`config.mk`:
```
export PLATFORM = sky130hd
export DESIGN_NAME = bfr_addr
export DESIGN_NICKNAME = d
export VERILOG_FILES = /design/src/hdl/bfr_pkg.sv /design/src/hdl/bfr_addr.sv
export SDC_FILE = /design/constraint.sdc
export NUM_CORES = 1
export LEC_CHECK = 0
export ABC_AREA = 0
export CAP_MARGIN = 20
export CORE_AREA = 3 3 69 71
export DETAILED_ROUTE_END_ITERATION = 12
export DIE_AREA = 0 0 72 74
export DONT_BUFFER_PORTS = 1
export RECOVER_POWER = 100
export SYNTH_ARGS = -nofsm -noshare
export SYNTH_HDL_FRONTEND = slang
export SYNTH_SLANG_ARGS = --single-unit
```
`constraint.sdc`:
```
create_clock -name clk -period 2.7 [get_ports clk]
set_input_delay 0.27 -clock clk [delete_from_list [all_inputs] [get_ports clk]]
set_output_delay 0.27 -clock clk [all_outputs]
set_load 0.02 [all_outputs]
```
`src/hdl/bfr_pkg.sv`:
```
`timescale 1ns / 1ps
// Shared types and constants for the bitmap font character renderer.
package bfr_pkg;

	localparam int ADDR_W     = 14;
	localparam int PIX_W      = 8;
	localparam int CODE_W     = 8;
	localparam int FIDX_W     = 10;
	localparam int GLYPH_W    = 7;
	localparam int PIX_CNT_W  = 6;
	localparam int IN_DATA_W  = 32;
	localparam int OUT_DATA_W = 24;

	localparam logic [CODE_W-1:0] CODE_CR = 8'd13;
	localparam logic [CODE_W-1:0] CODE_LF = 8'd10;
	localparam logic [CODE_W-1:0] FIRST_PRINTABLE = 8'd32;

	localparam logic [PIX_W-1:0] PIX_ON  = 8'hFF;
	localparam logic [PIX_W-1:0] PIX_OFF = 8'h00;

	typedef enum logic {
		OP_FONT = 1'b0,
		OP_CHAR = 1'b1
	} opcode_t;

	typedef enum logic [1:0] {
		ST_IDLE,
		ST_START,
		ST_RUN
	} seq_state_t;

	// Operations of the shared address adder
	typedef enum logic [2:0] {
		AOP_NOP,
		AOP_START,
		AOP_PIX,
		AOP_LINE,
		AOP_NEXT_ROW,
		AOP_HOME_ROW
	} addr_op_t;

	typedef struct packed {
		logic              emit;
		logic [PIX_W-1:0]  value;
		logic              last;
	} pix_emit_t;

endpackage

```
`src/hdl/bfr_addr.sv`:
```
`timescale 1ns / 1ps
// Shared address adder: pixel address accumulator and text-row base register.
module bfr_addr import bfr_pkg::*; #(
	parameter int LINE_STRIDE = 160,
	parameter int CW          = 5
) (
	input  logic              clk,
	input  logic              arst_n,
	input  addr_op_t          op,
	input  logic [CW-1:0]     col,
	output logic [ADDR_W-1:0] addr
);

	// step from the last pixel of a glyph row to the first of the next
	localparam logic [ADDR_W-1:0] LINE_ADV = ADDR_W'(LINE_STRIDE - 7);
	// one text row is eight scan lines
	localparam logic [ADDR_W-1:0] ROW_ADV  = ADDR_W'(LINE_STRIDE * 8);

	logic [ADDR_W-1:0] acc_q;
	logic [ADDR_W-1:0] rbase_q;
	logic [ADDR_W-1:0] opa;
	logic [ADDR_W-1:0] opb;
	logic [ADDR_W-1:0] sum;

	always_comb begin
		opa = acc_q;
		opb = '0;
		unique case (op)
			AOP_START: begin
				opa = rbase_q;
				opb = ADDR_W'({col, 3'b000});
			end
			AOP_PIX: begin
				opb = ADDR_W'(1);
			end
			AOP_LINE: begin
				opb = LINE_ADV;
			end
			AOP_NEXT_ROW: begin
				opa = rbase_q;
				opb = ROW_ADV;
			end
			AOP_NOP, AOP_HOME_ROW: begin
				opb = '0;
			end
			default: begin
				opb = '0;
			end
		endcase
	end

	assign sum = opa + opb;

	always_ff @(posedge clk) begin
		if (op == AOP_START || op == AOP_PIX || op == AOP_LINE) begin
			acc_q <= sum;
		end
	end

	always_ff @(posedge clk or negedge arst_n) begin
		if (!arst_n) begin
			rbase_q <= '0;
		end else if (op == AOP_NEXT_ROW) begin
			rbase_q <= sum;
		end else if (op == AOP_HOME_ROW) begin
			rbase_q <= '0;
		end
	end

	assign addr = acc_q;

endmodule

```
# ---- Word-level counts from Yosys, hierarchy flattened
# Index checks and enable logic that the tools add are counted.
dict set report word_totals {
  out_inout_bits 14
  wordCells 16
  reg_bits 28
  inputBits 10
}
dict set report op_classes {
  muxes 4
  n_addsub 1
  n_reduce_logical 4
  eq_ne 5
}
# operator n
set ops {}
lappend ops {{case mux 11 bit (4 select lines)} 1}
lappend ops {{2-to-1 mux 14 bit} 3}
lappend ops {{adder 14 bit} 1}
lappend ops {{== test 3 x 2 -> 1 bit (second input constant)} 2}
lappend ops {{== test 3 bit (second input constant)} 2}
lappend ops {{== test 3 x 1 -> 1 bit (second input constant)} 1}
lappend ops {{logical OR 1 bit} 2}
lappend ops {{nonzero test 2 bit} 1}
lappend ops {{OR reduction 2 bit} 1}

# ---- Depth between registers and ports, before layout
dict set report depth {
  depth_word 5
  depth_mapped 12
  ltp_nobuf 11
}

# ---- Worst setup path after synthesis
# OpenSTA, ideal clock, no wires.
dict set report synth_timing {
  path_type {input port to flip-flop}
  start {input op[1]}
  end {register rbase_q[12]}
  setup_time_ns 0.104
  path_buffers 2
  arrival_time_ns 3.100
  setup_slack_ns -0.504
  t_required_ns 2.596
  path_stages 11
  path_cell_list {buf_1 -> nor2_4 -> clkbuf_1 -> mux2_2 -> ha_1 -> and3_1 -> a31oi_2 -> a2111oi_2 -> o2111ai_1 -> a2111o_1 -> o311ai_1}
}
dict set report synth_between {
  elab_chain_cells 5
  word_cells_on_any_way 11
  classes_between {1 x add/sub; 5 x eq/ne; 3 x mux; 2 x reduce/logical}
}
# element line
set synth_lines {}
lappend synth_lines {{start, declared} bfr_addr.sv:9} ;# input addr_op_t op,
lappend synth_lines {{== test 3 x 1 -> 1 bit / == test 3 bit (equally long branches)} {bfr_addr.sv:28, bfr_addr.sv:63}}
lappend synth_lines {{OR reduction 2 bit (no line)} -}
lappend synth_lines {{2-to-1 mux 14 bit} bfr_addr.sv:28} ;# unique case (op)
lappend synth_lines {{adder 14 bit} bfr_addr.sv:52} ;# assign sum = opa + opb;
lappend synth_lines {{2-to-1 mux 14 bit} bfr_addr.sv:63} ;# end else if (op == AOP_NEXT_ROW) begin
lappend synth_lines {{end signal, assigned} bfr_addr.sv:64} ;# rbase_q <= sum;
lappend synth_lines {{end, declared} bfr_addr.sv:20} ;# logic [ADDR_W-1:0] rbase_q;
# Parallel ways exist; a longest one is shown, timed or not.
# A chain may end at the register's enable or synchronous reset.

# ---- Worst setup path in the final report
dict set report layout_timing {
  start {input op[2]}
  end {register acc_q[10], in the netlist addr[10], data pin}
}
dict set report layout_between {
  elab_chain_cells 4
  word_cells_on_any_way 8
  classes_between {1 x add/sub; 4 x eq/ne; 2 x mux; 1 x reduce/logical}
}
# element line
set layout_lines {}
lappend layout_lines {{== test 3 x 1 -> 1 bit / == test 3 bit (equally long branches)} bfr_addr.sv:28}
lappend layout_lines {{OR reduction 2 bit (no line)} -}
lappend layout_lines {{2-to-1 mux 14 bit} bfr_addr.sv:28}
lappend layout_lines {{adder 14 bit *} bfr_addr.sv:52}
lappend layout_lines {{named net sum[10]} bfr_addr.sv:23} ;# logic [ADDR_W-1:0] sum;
lappend layout_lines {{end signal, assigned} bfr_addr.sv:56} ;# acc_q <= sum;
lappend layout_lines {{end, declared} bfr_addr.sv:19} ;# logic [ADDR_W-1:0] acc_q;
# Mark *: on every way through the listed nets, which the timed path passes. The rest lies on a longest branch.

==> results.toml <==
[run_status]
status = "finished, final reports clean"

[synthesis]
synth_cell_types = 45
ys.flop_type = "edfxtp_1"
synthArstFlopShare = 0.500
synth_edf_count = 14
synth_seq_cells = 28
synth_top_family_by_area = "compound AO/OA/AOI/OAI gates"
synth_nets = 200
ys_warn_count = 0
synth-compound-area-share = 0.191
synthSimpleGateAreaFrac = 0.143
syn-cell-area_mm2 = 0.00187
synthXorXnorAreaFrac = 0.0737
syn_inst = 181
synth-seq-area-share = 0.413
synthAdderAreaFrac = 0.0603
synth_area_per_cell_um2 = 10.3
synth.area.mux_share = 0.0932

[setup_path]
cp_top_family = "compound AO/OA/AOI/OAI gates"
r2r_setup_slack_ns = 0.23
critPathBufInv = 1
r2r_cells = 7
crit_type = "input port to flip-flop"
cpMaxStageDelayCell = "mux2_2"
end_kind = "flip-flop"
cp.depth = 11
required_ns = 2.74
slowest_delay_ns = 0.40
cp_cell_sequence = "xnor2_4 -> nor2_4 -> mux2_2 -> ha_4 -> ha_2 -> and3_1 -> a31oi_2 -> a2111oi_1 -> o21ai_0 -> xor2_1 -> inv_1"
start_kind = "input port"
cp_max_fo = 8
crit_arrival_ns = 2.56

[layout]
post-route-util = 0.527
nNetsFinal = 228
finalInstanceArea_mm2 = 0.00226
drive_gt1_frac = 0.236
synthToLayoutAreaGrowth_pct = 21.3
layout_common_cells = "21 x buf_4, 19 x nand2_1, 16 x nor2_1"
antenna_cells = 0
fin_cells = 260
final_common_cell = "buf_4"

[pwr]
power_switching_w = 0.000440
powerDensity_mw_per_mm2 = 570
p_clk_frac = 0.184
seq_power_share = 0.477
ir_drop_mv = 0.270
switching_share = 0.341
intPower_w = 0.000850
p_comb_frac = 0.339
p_leak_nw = 0.900

[placed_design]
postPlaceCellArea_mm2 = 0.00224
dpl.cell_count = 255
gp_congestion = 0.892
io_buffers = 0
hpwlAfterDp_um = 3570
dp_slack_ns = -0.134

[sta]
min_period_ns = 2.52
hold_ws_ns = 0.0905
max_freq_mhz = 397
worst_pin_slew_ns = 0.774
timing.final.ws_setup_ns = 0.179
setup_viol = 0
max_slew_margin = 0.482
fin_worst_skew_ns = 0.00650
rsz0062_at_grt = "no"
finalCritPeriodShare = 0.934
finalHoldViolations = 0
final_max_slew_viol_count = 0

[detailed_routing]
routedWlPerCell_um = 18.1
wirelength_um = 4700
num_vias = 1498
highest_layer = "met4"
first_pass_iters = 4
dr_wl_met3_um = 240
met1_length_um = 2130
final_antenna_net_count = 0
post_drt_via_cell_ratio = 5.76
drt-initial-drc-count = 82
wl_met2_um = 2300
drcViolationCount = 0

[clock_network]
cts_tree = "built"
cts.sinks = 28
insertion_delay_ns = 0.28
clk_path_buf_depth = 2
cts_buffers = 3
htree_levels = 1
post_cts_buffers = 0
cts_root_buf = "clkbuf_8"
clkTransAtPathRegs_ns = 0.10

[job]
cap_violations = 0

[global_route]
grt_pass1_vias = 1546
grt_usage = 0.189
grt_antenna_before_repair = 0
grt_max_degree = 21
overflow = 0
grt_pass1_wl_um = 7780

[floorplan]
rows = 24
die_y_um = 74
die_w_um = 72
core_mm2 = 0.00429
ioPinCount = 24
start_util = 0.435
die_area_mm2 = 0.00533

[hold_path]
whs_path_depth = 1
hold_class = "input port to flip-flop"
layout make-up:
type / count / area, um2
clock buffer: 3 / 41.3
clock inverter: 1 / 3.75
fill: 399 / 2030
inverter: 7 / 26.3
multi-input combinational: 140 / 1160
sequential: 28 / 771
tap: 52 / 65.1
timing repair buffer: 29 / 198
kinds of logic after synthesis:
group / count (synthesis)
muxes: 16
adders and majority gates: 9
AOI/OAI and AO/OA: 47
buffers and inverters: 13
and+or+nand+nor: 54
xor gates and xnor gates: 14
DFF: 28
cell usage after synthesis (2+ instances only):
master,count,area (um2)
a21o_1,2,15.0
ha_1,9,113
inv_1,7,26.3
nand4_1,2,12.5
o211ai_1,3,22.5
buf_1,2,7.51
a31oi_1,2,12.5
xor2_1,2,17.5
nor3_1,2,10.0
o21bai_1,2,15.0
and3_1,2,12.5
mux2_2,11,124
o21ai_0,7,35.0
o21a_1,3,22.5
clkbuf_1,4,15.0
nor4_1,2,12.5
edfxtp_1,14,420
mux2i_1,5,50.1
a22o_1,8,70.1
nand2b_1,3,18.8
nor3b_1,2,15.0
o311ai_1,2,17.5
nor2_1,16,60.1
nand2_1,19,71.3
o2111ai_1,2,17.5
dfrtp_1,14,350
xnor2_1,10,87.6
a21oi_1,7,35.0
per-layer routing:
layer | vias up | global-route usage
met3 | 4 | 0.0311
met4 | 0 | 0.0480
met2 | 34 | 0.322
li1 | 734 | -
met1 | 726 | 0.251
met5 | - | 0
path summary, 6_finish.rpt:
check | start | endpoint
max | op[2] | addr[10]
min | op[0] | rbase_q[10]
max reg2reg | addr[3] | rbase_q[12]
min reg2reg | rbase_q[0] | rbase_q[0]
max in group asynchronous | arst_n | rbase_q[13]
min in group asynchronous | arst_n | rbase_q[6]
power groups by stage:
stage	Clock, W	Sequential [W]	Combinational, W
final	0.000238	0.000615	0.000437
after global routing	0.000259	0.000624	0.000488
after CTS	0.000249	0.000615	0.000448
after detailed placement	0	0.000625	0.000439
after global placement	0	0.000620	0.000432
after floorplan	0	0.000614	0.000305
stage by stage:
step	power, W	setup TNS [ns]
after detailed placement	0.00106	-0.436
after CTS	0.00131	0
after floorplan	0.000919	-0.271
final	0.00129	0
after global routing	0.00137	0
after global placement	0.00105	-0.148
sequential cells by signal, indices dropped and copies added, names as in the netlist:
signal and count:
addr 14, rbase_q 14
timing repair:
action                                  in CTS  in global routing
endpoints found under the setup margin       0                  2
gates resized for setup                      0                  1
endpoints found under the hold margin       14                  0
hold buffers                                 1                  0
Power figures use the tool's default switching activity.
