==> config.mk <==
export PLATFORM = sky130hd
export DESIGN_NAME = bfr_seq
export DESIGN_NICKNAME = d
export VERILOG_FILES = /design/src/hdl/bfr_pkg.sv /design/src/hdl/bfr_seq.sv
export SDC_FILE = /design/constraint.sdc
export NUM_CORES = 1
export LEC_CHECK = 0
export ABC_CLOCK_PERIOD_IN_PS = 1900
export BUFFER_PORTS_ARGS = -buffer_cell sky130_fd_sc_hd__buf_4
export CORE_MARGIN = 2
export CORE_UTILIZATION = 51
export CTS_BUF_LIST = sky130_fd_sc_hd__clkbuf_4
export CTS_CLUSTER_SIZE = 12
export DETAILED_ROUTE_END_ITERATION = 6
export GPL_TIMING_DRIVEN = 0
export PLACE_DENSITY = 0.87
export SYNTH_ARGS = -nofsm -noshare
export SYNTH_HDL_FRONTEND = slang
export SYNTH_SLANG_ARGS = --single-unit
==> constraint.sdc <==
create_clock -name clk -period 1.9 [get_ports clk]
set_input_delay 0.095 -clock clk [delete_from_list [all_inputs] [get_ports clk]]
set_output_delay 0.095 -clock clk [all_outputs]
set_load 0.02 [all_outputs]
==> src/hdl/bfr_pkg.sv <==
`timescale 1ns / 1ps
// Shared types and constants for the bitmap font character renderer.
package bfr_pkg;

	localparam int ADDR_W     = 14;
	localparam int PIX_W      = 8;
	localparam int CODE_W     = 8;
	localparam int FIDX_W     = 10;
	localparam int GLYPH_W    = 7;
	localparam int PIX_CNT_W  = 6;
	localparam int IN_DATA_W  = 32;
	localparam int OUT_DATA_W = 24;

	localparam logic [CODE_W-1:0] CODE_CR = 8'd13;
	localparam logic [CODE_W-1:0] CODE_LF = 8'd10;
	localparam logic [CODE_W-1:0] FIRST_PRINTABLE = 8'd32;

	localparam logic [PIX_W-1:0] PIX_ON  = 8'hFF;
	localparam logic [PIX_W-1:0] PIX_OFF = 8'h00;

	typedef enum logic {
		OP_FONT = 1'b0,
		OP_CHAR = 1'b1
	} opcode_t;

	typedef enum logic [1:0] {
		ST_IDLE,
		ST_START,
		ST_RUN
	} seq_state_t;

	// Operations of the shared address adder
	typedef enum logic [2:0] {
		AOP_NOP,
		AOP_START,
		AOP_PIX,
		AOP_LINE,
		AOP_NEXT_ROW,
		AOP_HOME_ROW
	} addr_op_t;

	typedef struct packed {
		logic              emit;
		logic [PIX_W-1:0]  value;
		logic              last;
	} pix_emit_t;

endpackage

==> src/hdl/bfr_seq.sv <==
`timescale 1ns / 1ps
// Sequencer: command decode, cursor, glyph fetch and pixel walk.
module bfr_seq import bfr_pkg::*; #(
	parameter int COLUMNS     = 20,
	parameter int ROWS        = 12,
	parameter int GLYPH_COUNT = 96,
	parameter int CW          = 5,
	parameter int RW          = 4,
	parameter int AW          = 10
) (
	input  logic              clk,
	input  logic              arst_n,
	input  logic              in_valid,
	input  opcode_t           opcode,
	input  logic [CODE_W-1:0] char_code,
	input  logic              slot_free,
	input  logic [PIX_W-1:0]  font_row,
	output logic              ready,
	output addr_op_t          aop,
	output logic [CW-1:0]     col,
	output logic              rd_en,
	output logic [AW-1:0]     rd_addr,
	output pix_emit_t         pix
);

	localparam logic [CW-1:0] COL_LAST = CW'(COLUMNS - 1);
	localparam logic [RW-1:0] ROW_LAST = RW'(ROWS - 1);

	seq_state_t             state_q;
	seq_state_t             state_d;
	logic [CW-1:0]          col_q;
	logic [RW-1:0]          row_q;
	logic [GLYPH_W-1:0]     glyph_q;
	logic                   oob_q;
	logic [PIX_CNT_W-1:0]   cnt_q;
	logic                   accept;
	logic                   is_char;
	logic                   printable;
	logic                   emit;
	logic                   last;
	logic [2:0]             gl_row;
	logic [2:0]             gl_col;
	logic [2:0]             rd_row;
	logic [11:0]            rd_wide;
	logic [GLYPH_W-1:0]     glyph_in;
	addr_op_t               row_op;

	assign accept    = in_valid && ready;
	assign is_char   = accept && (opcode == OP_CHAR);
	assign printable = !char_code[7] && (char_code[6:5] != 2'b00);
	assign glyph_in  = char_code[GLYPH_W-1:0] - FIRST_PRINTABLE[GLYPH_W-1:0];
	assign gl_row    = cnt_q[5:3];
	assign gl_col    = cnt_q[2:0];
	assign emit      = (state_q == ST_RUN) && slot_free;
	assign last      = (cnt_q == '1);
	assign row_op    = (row_q == ROW_LAST) ? AOP_HOME_ROW : AOP_NEXT_ROW;

	// next state
	always_comb begin
		state_d = state_q;
		unique case (state_q)
			ST_IDLE: begin
				if (is_char && printable) begin
					state_d = ST_START;
				end
			end
			ST_START: begin
				state_d = ST_RUN;
			end
			ST_RUN: begin
				if (emit && last) begin
					state_d = ST_IDLE;
				end
			end
			default: begin
				state_d = ST_IDLE;
			end
		endcase
	end

	// outputs
	always_comb begin
		aop    = AOP_NOP;
		rd_en  = 1'b0;
		rd_row = 3'd0;
		unique case (state_q)
			ST_IDLE: begin
				if (is_char && char_code == CODE_LF) begin
					aop = row_op;
				end
			end
			ST_START: begin
				aop   = AOP_START;
				rd_en = 1'b1;
			end
			ST_RUN: begin
				if (emit) begin
					if (last) begin
						aop = (col_q == COL_LAST) ? row_op : AOP_NOP;
					end else if (gl_col == 3'd7) begin
						aop    = AOP_LINE;
						rd_en  = 1'b1;
						rd_row = gl_row + 3'd1;
					end else begin
						aop = AOP_PIX;
					end
				end
			end
			default: begin
				aop = AOP_NOP;
			end
		endcase
	end

	assign rd_wide = {5'b0, glyph_q} << 3 | {9'b0, rd_row};
	assign rd_addr = rd_wide[AW-1:0];

	assign ready      = (state_q == ST_IDLE);
	assign col        = col_q;
	assign pix.emit   = emit;
	assign pix.last   = last;
	assign pix.value  = (font_row[3'd7 - gl_col] && !oob_q) ? PIX_ON : PIX_OFF;

	always_ff @(posedge clk or negedge arst_n) begin
		if (!arst_n) begin
			state_q <= ST_IDLE;
			col_q   <= '0;
			row_q   <= '0;
			cnt_q   <= '0;
		end else begin
			state_q <= state_d;
			if (state_q == ST_IDLE && is_char) begin
				if (char_code == CODE_CR) begin
					col_q <= '0;
				end else if (char_code == CODE_LF) begin
					col_q <= '0;
					row_q <= (row_q == ROW_LAST) ? '0 : row_q + RW'(1);
				end
			end
			if (state_q == ST_START) begin
				cnt_q <= '0;
			end else if (emit) begin
				cnt_q <= cnt_q + PIX_CNT_W'(1);
				if (last) begin
					if (col_q == COL_LAST) begin
						col_q <= '0;
						row_q <= (row_q == ROW_LAST) ? '0 : row_q + RW'(1);
					end else begin
						col_q <= col_q + CW'(1);
					end
				end
			end
		end
	end

	// glyph number and store bound, captured with the character
	always_ff @(posedge clk) begin
		if (state_q == ST_IDLE && is_char) begin
			glyph_q <= glyph_in;
			oob_q   <= ({1'b0, glyph_in} >= 8'(GLYPH_COUNT));
		end
	end

endmodule

=== Yosys cells after proc, flatten, opt, wreduce, memory -nomap -nowiden ===
Cells that the tools add are included.

* Output and inout port bits: 30
* Logic and storage cells: 78
* Register bits after elaboration: 25

* $lt $le $gt $ge: 2
* Muxes and demuxes: 38
* Bitwise gates (word level): 1
* Reductions and logical operators: 15
* Add/subtract/negate cells: 6
* Equal/unequal tests: 10

{| class="wikitable"
|+ Operators by type and width
! cell !! number
|-
| $mux W5 || 7
|-
| $mux W4 || 8
|-
| $mux W3 || 8
|-
| $eq A8 B4 Y1 const B || 2
|-
| $mux W6 || 2
|-
| $or A10 B3 Y10 || 1
|-
| $logic_and A1 B1 Y1 || 9
|-
| $pmux W3 S3 || 1
|-
| $mux W8 || 1
|-
| $ge A7 B7 Y1 const B || 1
|-
| $sub A7 B6 Y7 const B || 1
|-
| $add A6 B1 Y6 const B || 1
|-
| $eq A6 B6 Y1 const B || 1
|-
| $mux W1 || 6
|-
| $pmux W2 S3 || 1
|-
| $add A5 B1 Y5 const B || 1
|-
| $eq A5 B5 Y1 const B || 1
|-
| $add A4 B1 Y4 const B || 1
|-
| $eq A4 B4 Y1 const B || 1
|-
| $lt A3 B4 Y1 const B || 1
|-
| $mux W2 || 2
|-
| $ne A2 B1 Y1 const B || 2
|-
| $reduce_bool A2 Y1 || 2
|-
| $add A3 B1 Y3 const B || 1
|-
| other kinds (9) || 10
|}

=== Longest topological paths before layout ===
Gate-level depths: netlist of the first run.

* Depth after elaboration: 9
* Depth in mapped cells: 7
* Gate-level depth less buffers: 7

=== Worst setup path after synthesis of the first run ===
Ideal clock, no wire load.

* Kind: register -> output
* From: reg state_q[0]
* To: out aop[0]
* Slack: 0.040 ns
* Cell stages (with the launch flop): 7
* Path buffers: 0
* Arrival: 1.765 ns
* Path through: dfrtp_1 inv_1 ha_1 nand4b_1 nor3_4 a21oi_1 o22ai_1

* Longest elaborated chain between the ends: 6
* Elaborated cells on any way between the ends: 10
* Those cells by class: eq/ne (2); mux (3); reduce/logical (5)

{| class="wikitable"
|+ RTL lines
! element !! line !! source
|-
| start, declared || bfr_seq.sv:29 || <nowiki>seq_state_t state_q;</nowiki>
|-
| start signal, assigned || bfr_seq.sv:131 || <nowiki>state_q <= state_d;</nowiki>
|-
| $logic_not A2 Y1 (*) || bfr_seq.sv:118 || <nowiki>assign ready = (state_q == ST_IDLE);</nowiki>
|-
| via ready || bfr_seq.sv:18 || <nowiki>output logic ready,</nowiki>
|-
| $logic_and A1 B1 Y1 || bfr_seq.sv:48 || <nowiki>assign accept = in_valid && ready;</nowiki>
|-
| $logic_and A1 B1 Y1 || bfr_seq.sv:49 || <nowiki>assign is_char = accept && (opcode == OP_CHAR);</nowiki>
|-
| $logic_and A1 B1 Y1 || bfr_seq.sv:88 || <nowiki>if (is_char && char_code == CODE_LF) begin</nowiki>
|-
| $mux W3 || bfr_seq.sv:88 ||
|-
| $pmux W3 S3 (*) || bfr_seq.sv:86 || <nowiki>unique case (state_q)</nowiki>
|-
| end, declared || bfr_seq.sv:19 || <nowiki>output addr_op_t aop,</nowiki>
|}

Mark *: on every way through the listed nets, which the timed path passes. The rest lies on a longest branch.

=== Worst setup path after layout of the first run ===
* From: reg state_q[1]
* To: out aop[0]

* Longest elaborated chain between the ends: 6
* Elaborated cells on any way between the ends: 10
* Those cells by class: eq/ne (2); mux (3); reduce/logical (5)

{| class="wikitable"
|+ RTL lines
! element !! line
|-
| $logic_not A2 Y1 || bfr_seq.sv:86, bfr_seq.sv:118
|-
| $logic_and A1 B1 Y1 || bfr_seq.sv:48
|-
| $logic_and A1 B1 Y1 || bfr_seq.sv:49
|-
| $logic_and A1 B1 Y1 || bfr_seq.sv:88
|-
| $mux W3 || bfr_seq.sv:88
|-
| $pmux W3 S3 (*) || bfr_seq.sv:86
|}

Every way passes the cells marked *; elsewhere a longest branch is shown, timed or not.

==> results of run 1 <==
-- registers in the layout, summed over array words and instances, names as in the netlist --
| signal | count |
|---|---|
| row_q | 4 |
| col | 5 |
| state_q | 2 |
| cnt_q | 6 |
| oob_q | 1 |
| glyph_q | 7 |
-- area by class of cell --
type | count | area, um2
Multi-Input combinational cell | 101 | 880
Sequential cell | 25 | 668
Timing Repair Buffer | 75 | 604
Fill cell | 149 | 483
Buffer | 10 | 78.8
Inverter | 11 | 46.3
Tap cell | 31 | 38.8
Clock buffer | 3 | 22.5
Clock inverter | 1 | 7.51
-- power by group --
group	switching, mW	internal (mW)
Sequential	0.0469	0.619
Combinational	0.447	0.457
Clock	0.176	0.0806
Total	0.670	1.16
-- stage by stage --
stage,setup TNS (ps),instance area [um2],power (mW),utilization [%]
CTS,-153,2230,1.73,78.8
finish,-288,2350,1.83,82.9
global route,-1300,2350,1.91,82.9
detailed placement,-498,1960,1.35,69.3
floorplan,0,1550,1.09,-
global placement,-0.778,1960,1.32,69.3
-- how the worst max path moves through the flow --
stage          slack [ps]  cells past startpoint  endpoint  startpoint
3_3_place_gp         -0.8                      6    aop[0]    cnt_q[0]
4_1_cts               -40                      7    aop[0]  state_q[1]
2_1_floorplan          40                      6    aop[0]  state_q[0]
6_report             -120                      7    aop[0]  state_q[1]
5_1_grt              -180                      7    aop[0]  state_q[1]
3_5_place_dp         -110                      6    aop[0]    cnt_q[0]
-- routing by layer --
layer	vias to the layer above	track usage [%]	part of all wire (%)
li1	684	-	-
met1	715	25.0	37
met2	71	44.8	56
met3	11	3.71	5.0
met4	0	9.09	2.0
met5	-	0	0
-- kinds of logic after synthesis --
| group | count (synthesis) |
|---|---|
| buf+inv | 21 |
| simple gates | 54 |
| xor+xnor | 4 |
| compound gates | 27 |
| flops | 25 |
| mux | 6 |
| fa+ha+maj | 10 |
-- layout by cell type (no fill, tap or decap), drive strengths merged, types with 2 or more instances in the layout --
master	n
a211o	2
a21o	2
a21oi	7
and3	4
buf	79
clkbuf	3
dfrtp	17
dlygate4sd3	6
edfxtp	8
ha	10
inv	11
mux2	3
mux4	2
nand2	8
nand3	3
nand3b	2
nor2	16
nor2b	2
nor3	6
nor4b	2
o21ai	5
o22ai	2
or3	2
xnor2	2
xor2	2
-- what timing repair did --
action	CTS	global route
endpoints found under the setup margin	24	23
pin swaps	7	5
gates resized for setup	27	13
hold buffers	6	0
endpoints found under the hold margin	22	0
buffers inserted	10	9
==> results.toml, run 1 <==
[worst_setup_path]
crit_buf_inv = 2
crit_family = "flip-flops"
end_kind = "output port"
r2r_start = "state_q[0]"
startpoint_type = "register"
reg2reg_to = "col[0]"
cp.required_ps = 1800
rr_worst_depth = 6
reg2reg_setup_slack_ps = -40
crit_fanout = 3
critPathKind = "reg -> out"
slowest_delay_ps = 490
slowest_stage = "dfrtp_2"
critPathArrivalTime_ps = 1920
crit_chain = "inv_4 -> ha_4 -> nand4b_1 -> nor3_4 -> a21oi_2 -> o22ai_1 -> buf_4"

[placed_design]
port_buffers = 50
dp_cells = 228
dp_slack_ps = -106
dp_hpwl_um = 2600
place_congestion = 0.852

[min_path]
whs_endpoint = "glyph_q[5]"
hold_path.class = "in -> reg"
hold_depth = 2
hold_path.startpoint = "char_code[5]"

[yosys]
ys_top_cells_by_count = "17 x dfrtp_1, 15 x nor2_1, 10 x ha_1, 10 x inv_1, 9 x buf_4"
netlist_area_um2 = 1550
synth-main-ff-cell = "dfrtp_1"
synth_cell_types = 50
synth_top_area_share_pct = 27.5
yosys.area_share.xor_xnor_pct = 2.27
yosys-top-cells-area = "dfrtp_1 28%, edfxtp_1 16%, ha_1 8.1%"
muxShareOfSynthArea_pct = 5.99
ys_ff_latch = 25
synthArstFlopShare_pct = 68.0
synth_top_family_by_area = "simple AND/OR/NAND/NOR gates"
synth_compound_area_share_pct = 11.6
seq_area_frac_synth_pct = 43.0
synth-edff-count = 8
synth_fa_ha_area_share_pct = 8.09
synth_area_per_cell_um2 = 10.5
syn_inst = 147
syn-num-nets = 178
post-synth-top-count-cell = "dfrtp_1"
synth_simple_gate_area_share_pct = 21.8
yosysWarnings = 0
synth_top_area_cell = "dfrtp_1"

[global_routing]
antenna_found_initial = 0
grt_pass1_wl_um = 6120
grt_max_degree = 18
grt_remaining_overflow = 0
grtUsageTotal_pct = 23.2
grt_pass1_vias = 1384

[clocking]
cts_buffer_depth = 2
clk_latency_ps = 330
numCtsBuffers = 3
cts_sinks = 25
root_buffer = "clkbuf_4"
cts.clk_slew.worst_paths_ps = 150
cts_tree = "done"
htree_levels = 1

[final_layout]
fin_cells = 257
antenna_cells = 0
drive_gt1_share_pct = 50.4
nets = 258
area_growth_pct = 51.7

[sta]
slew-limit-headroom_pct = 72.9
worst_slack_ps = -118
timing.clock.skew_ps = 6.67
period_share_pct = 106
worst_pin_slew_ps = 404
whs_ps = 64.0
setup_viol_count_final = 10
hold_viol = 0
fmax_mhz = 496
rsz0062_at_grt = "yes"
layout_min_cycle_time_ps = 2020
drv_slew = 0

[routing]
routedWlPerCell_um = 17.2
vias = 1481
drtAntennaViolNets = 0
drcViolationCount = 0
wirelength_um = 4420
vias_per_cell = 5.76
drtIter0Drc = 67
drt-pass1-iter-count = 6

[die]
core-area_um2 = 2830
die_w_um = 59.1
die_h_um = 59.1
io_pins = 51
dieArea_um2 = 3490
fp-row-count = 19
start_util_pct = 54.7

[job]
cap_violations = 0

[power]
p_leak_nw = 1.14
ir_worst_vdd_mv = 0.613
pwr_density_cell_nw_per_um2 = 779

[outcome]
violations = "negative setup slack"
status = "finished with violations"
Note: power is estimated with default switching activity, not from simulation.
==> run 2: changes to the inputs <==
CELL_PAD_IN_SITES_DETAIL_PLACEMENT = 1   (was unset)
CELL_PAD_IN_SITES_GLOBAL_PLACEMENT = 1   (was unset)
CORE_UTILIZATION = 39   (was 51)
PLACE_DENSITY = 0.88   (was 0.87)
==> run 2 against run 1 <==
Compared with the run above: the run still ends with negative setup slack left; cell count rose by 5.4%; clock power is 5% higher; sequential power rose by 1%; power up 6.1%; via count is 0.74% lower; hold slack got worse by 26 ps; register-to-register slack worse by 20 ps; sequential share of layout area is 1.0 points lower; critical path type unchanged; critical endpoint is now aop[2]; largest power group unchanged; highest routed layer unchanged.
==> results.toml, run 2 (synthesized netlist as in run 1, its figures left out) <==
[power]
p_leak_nw = 1.14
ir_worst_vdd_mv = 0.439
fin_total_pwr_mw = 1.94
pwr_density_cell_nw_per_um2 = 797

[worst_setup_path]
critPathKind = "reg -> out"
slowest_stage = "dfrtp_1"
startpoint_type = "register"
crit_buf_inv = 2
slowest_delay_ps = 440
crit_fanout = 4
crit_family = "simple AND/OR/NAND/NOR gates"
critPathArrivalTime_ps = 1950
end_kind = "output port"
crit_chain = "inv_2 -> ha_4 -> nand4_2 -> nor2_1 -> a21oi_2 -> nor2_1 -> buf_4"
path_common_cell = "nor2_1"
cp.required_ps = 1800

[sta]
drv_slew = 0
layout_min_cycle_time_ps = 2040
worst_slack_ps = -144
setup-tns-final_ps = -1350
fmax_mhz = 489
worst_pin_slew_ps = 392
setup_viol_count_final = 17
timing.clock.skew_ps = 14.5
period_share_pct = 108
hold_viol = 0
slew-limit-headroom_pct = 73.7
rsz0062_at_grt = "yes"
whs_ps = 37.8

[clocking]
cts_buffer_depth = 2
root_buffer = "clkbuf_4"
htree_levels = 1
cts_sinks = 25
cts.clk_slew.worst_paths_ps = 160
cts_tree = "done"
clk_latency_ps = 350
numCtsBuffers = 3

[die]
fp-row-count = 22
io_pins = 51
core-area_um2 = 3740
die_w_um = 67.0
dieArea_um2 = 4480
die_h_um = 67.0
start_util_pct = 41.3

[final_layout]
drive_gt1_share_pct = 52.5
seq_area_um2 = 668
largest_register = "glyph_q"
most-common-layout-cells = "59 x buf_4, 17 x buf_6, 15 x dfrtp_1"
antenna_cells = 0
largest_reg_flops = 7
nets = 255
layout_commonest_cell = "buf_4"
multi_input_area_um2 = 933
utilization_pct = 65.0
fillers = 407
area_growth_pct = 57.3

[global_routing]
grt_use_met3_pct = 5.41
antenna_found_initial = 0
grt_max_degree = 18
grt_pass1_vias = 1575
grt_remaining_overflow = 0
grtUsageTotal_pct = 22.5
met2_usage_pct = 43.1
top_usage_layer = "met2"
met1_usage_pct = 24.1
grt_pass1_wl_um = 7560

[placed_design]
port_buffers = 50
dp_hpwl_um = 3150
place_congestion = 0.778

[routing]
drt-pass1-iter-count = 4
vias_per_cell = 5.42
routedWlPerCell_um = 19.7
vias = 1470
drcViolationCount = 0
drtIter0Drc = 52
wirelength_um = 5350
drtAntennaViolNets = 0

[outcome]
violations = "negative setup slack"
status = "finished with violations"

[job]
cap_violations = 0

[min_path]
hold_path.class = "in -> reg"
## run 2: report_power, final
part | total, mW | switching, mW | leakage, nW | internal, mW
logic | 0.993 | 0.483 | 0.819 | 0.509
registers | 0.675 | 0.0563 | 0.307 | 0.619
clock network | 0.270 | 0.189 | 0.0139 | 0.0810
## run 2: area by class of cell
cell class / instances / area share, %
multi-input cells: 101 / 38.4
flip-flops and latches: 25 / 27.5
repair buffers: 72 / 24.5
plain buffers: 10 / 4.01
well taps: 48 / 2.47
inverters: 11 / 1.90
clock buffers: 3 / 0.926
clock inverters: 1 / 0.309
## run 2: worst paths after layout
kind,slack [ps],depth (start not counted),startpoint,to
min in group asynchronous,130,2,arst_n,col[3]
worst max-delay path,-140,7,state_q[0],aop[2]
worst max register to register,-60,6,state_q[0],row_q[2]
worst min register to register,550,1,row_q[1],row_q[1]
worst min-delay path,40,2,char_code[5],glyph_q[5]
max in group asynchronous,1540,2,arst_n,cnt_q[0]
## run 2: routing by layer
layer / share of wire [%] / vias to the layer above
met1: 38 / 709
met4: 4.2 / 0
met3: 5.0 / 21
met2: 52 / 65
met5: 0 / -
li1: - / 675
## run 2: timing repair
| item | CTS | global route |
|---|---|---|
| endpoints found under the setup margin | 27 | 23 |
| hold endpoints to repair | 22 | 0 |
| hold buffers | 6 | 0 |
| gates resized for setup | 36 | 23 |
| buffers inserted | 9 | 8 |
| cloned | 0 | 0 |
| pin swaps | 7 | 10 |
## run 2: per-stage QoR
| step | instance area (um2) | std cells | worst slack, ps |
|---|---|---|---|
| 2_1_floorplan | 1550 | 147 | 40.3 |
| 3_3_place_gp | 1980 | 245 | -79.5 |
| 3_5_place_dp | 1980 | 245 | -197 |
| 4_1_cts | 2290 | 264 | -95.8 |
| 5_1_grt | 2430 | 271 | -232 |
| 6_report | 2430 | 271 | -144 |
## run 2: worst register-to-register path: cells and delay by family (launching register included)
family	cells	cell delay, ps
DFF	1	440
adders and majority gates	1	190
buffers and inverters	1	120
and+or+nand+nor	2	640
muxes	1	310
AOI/OAI and AO/OA	1	140
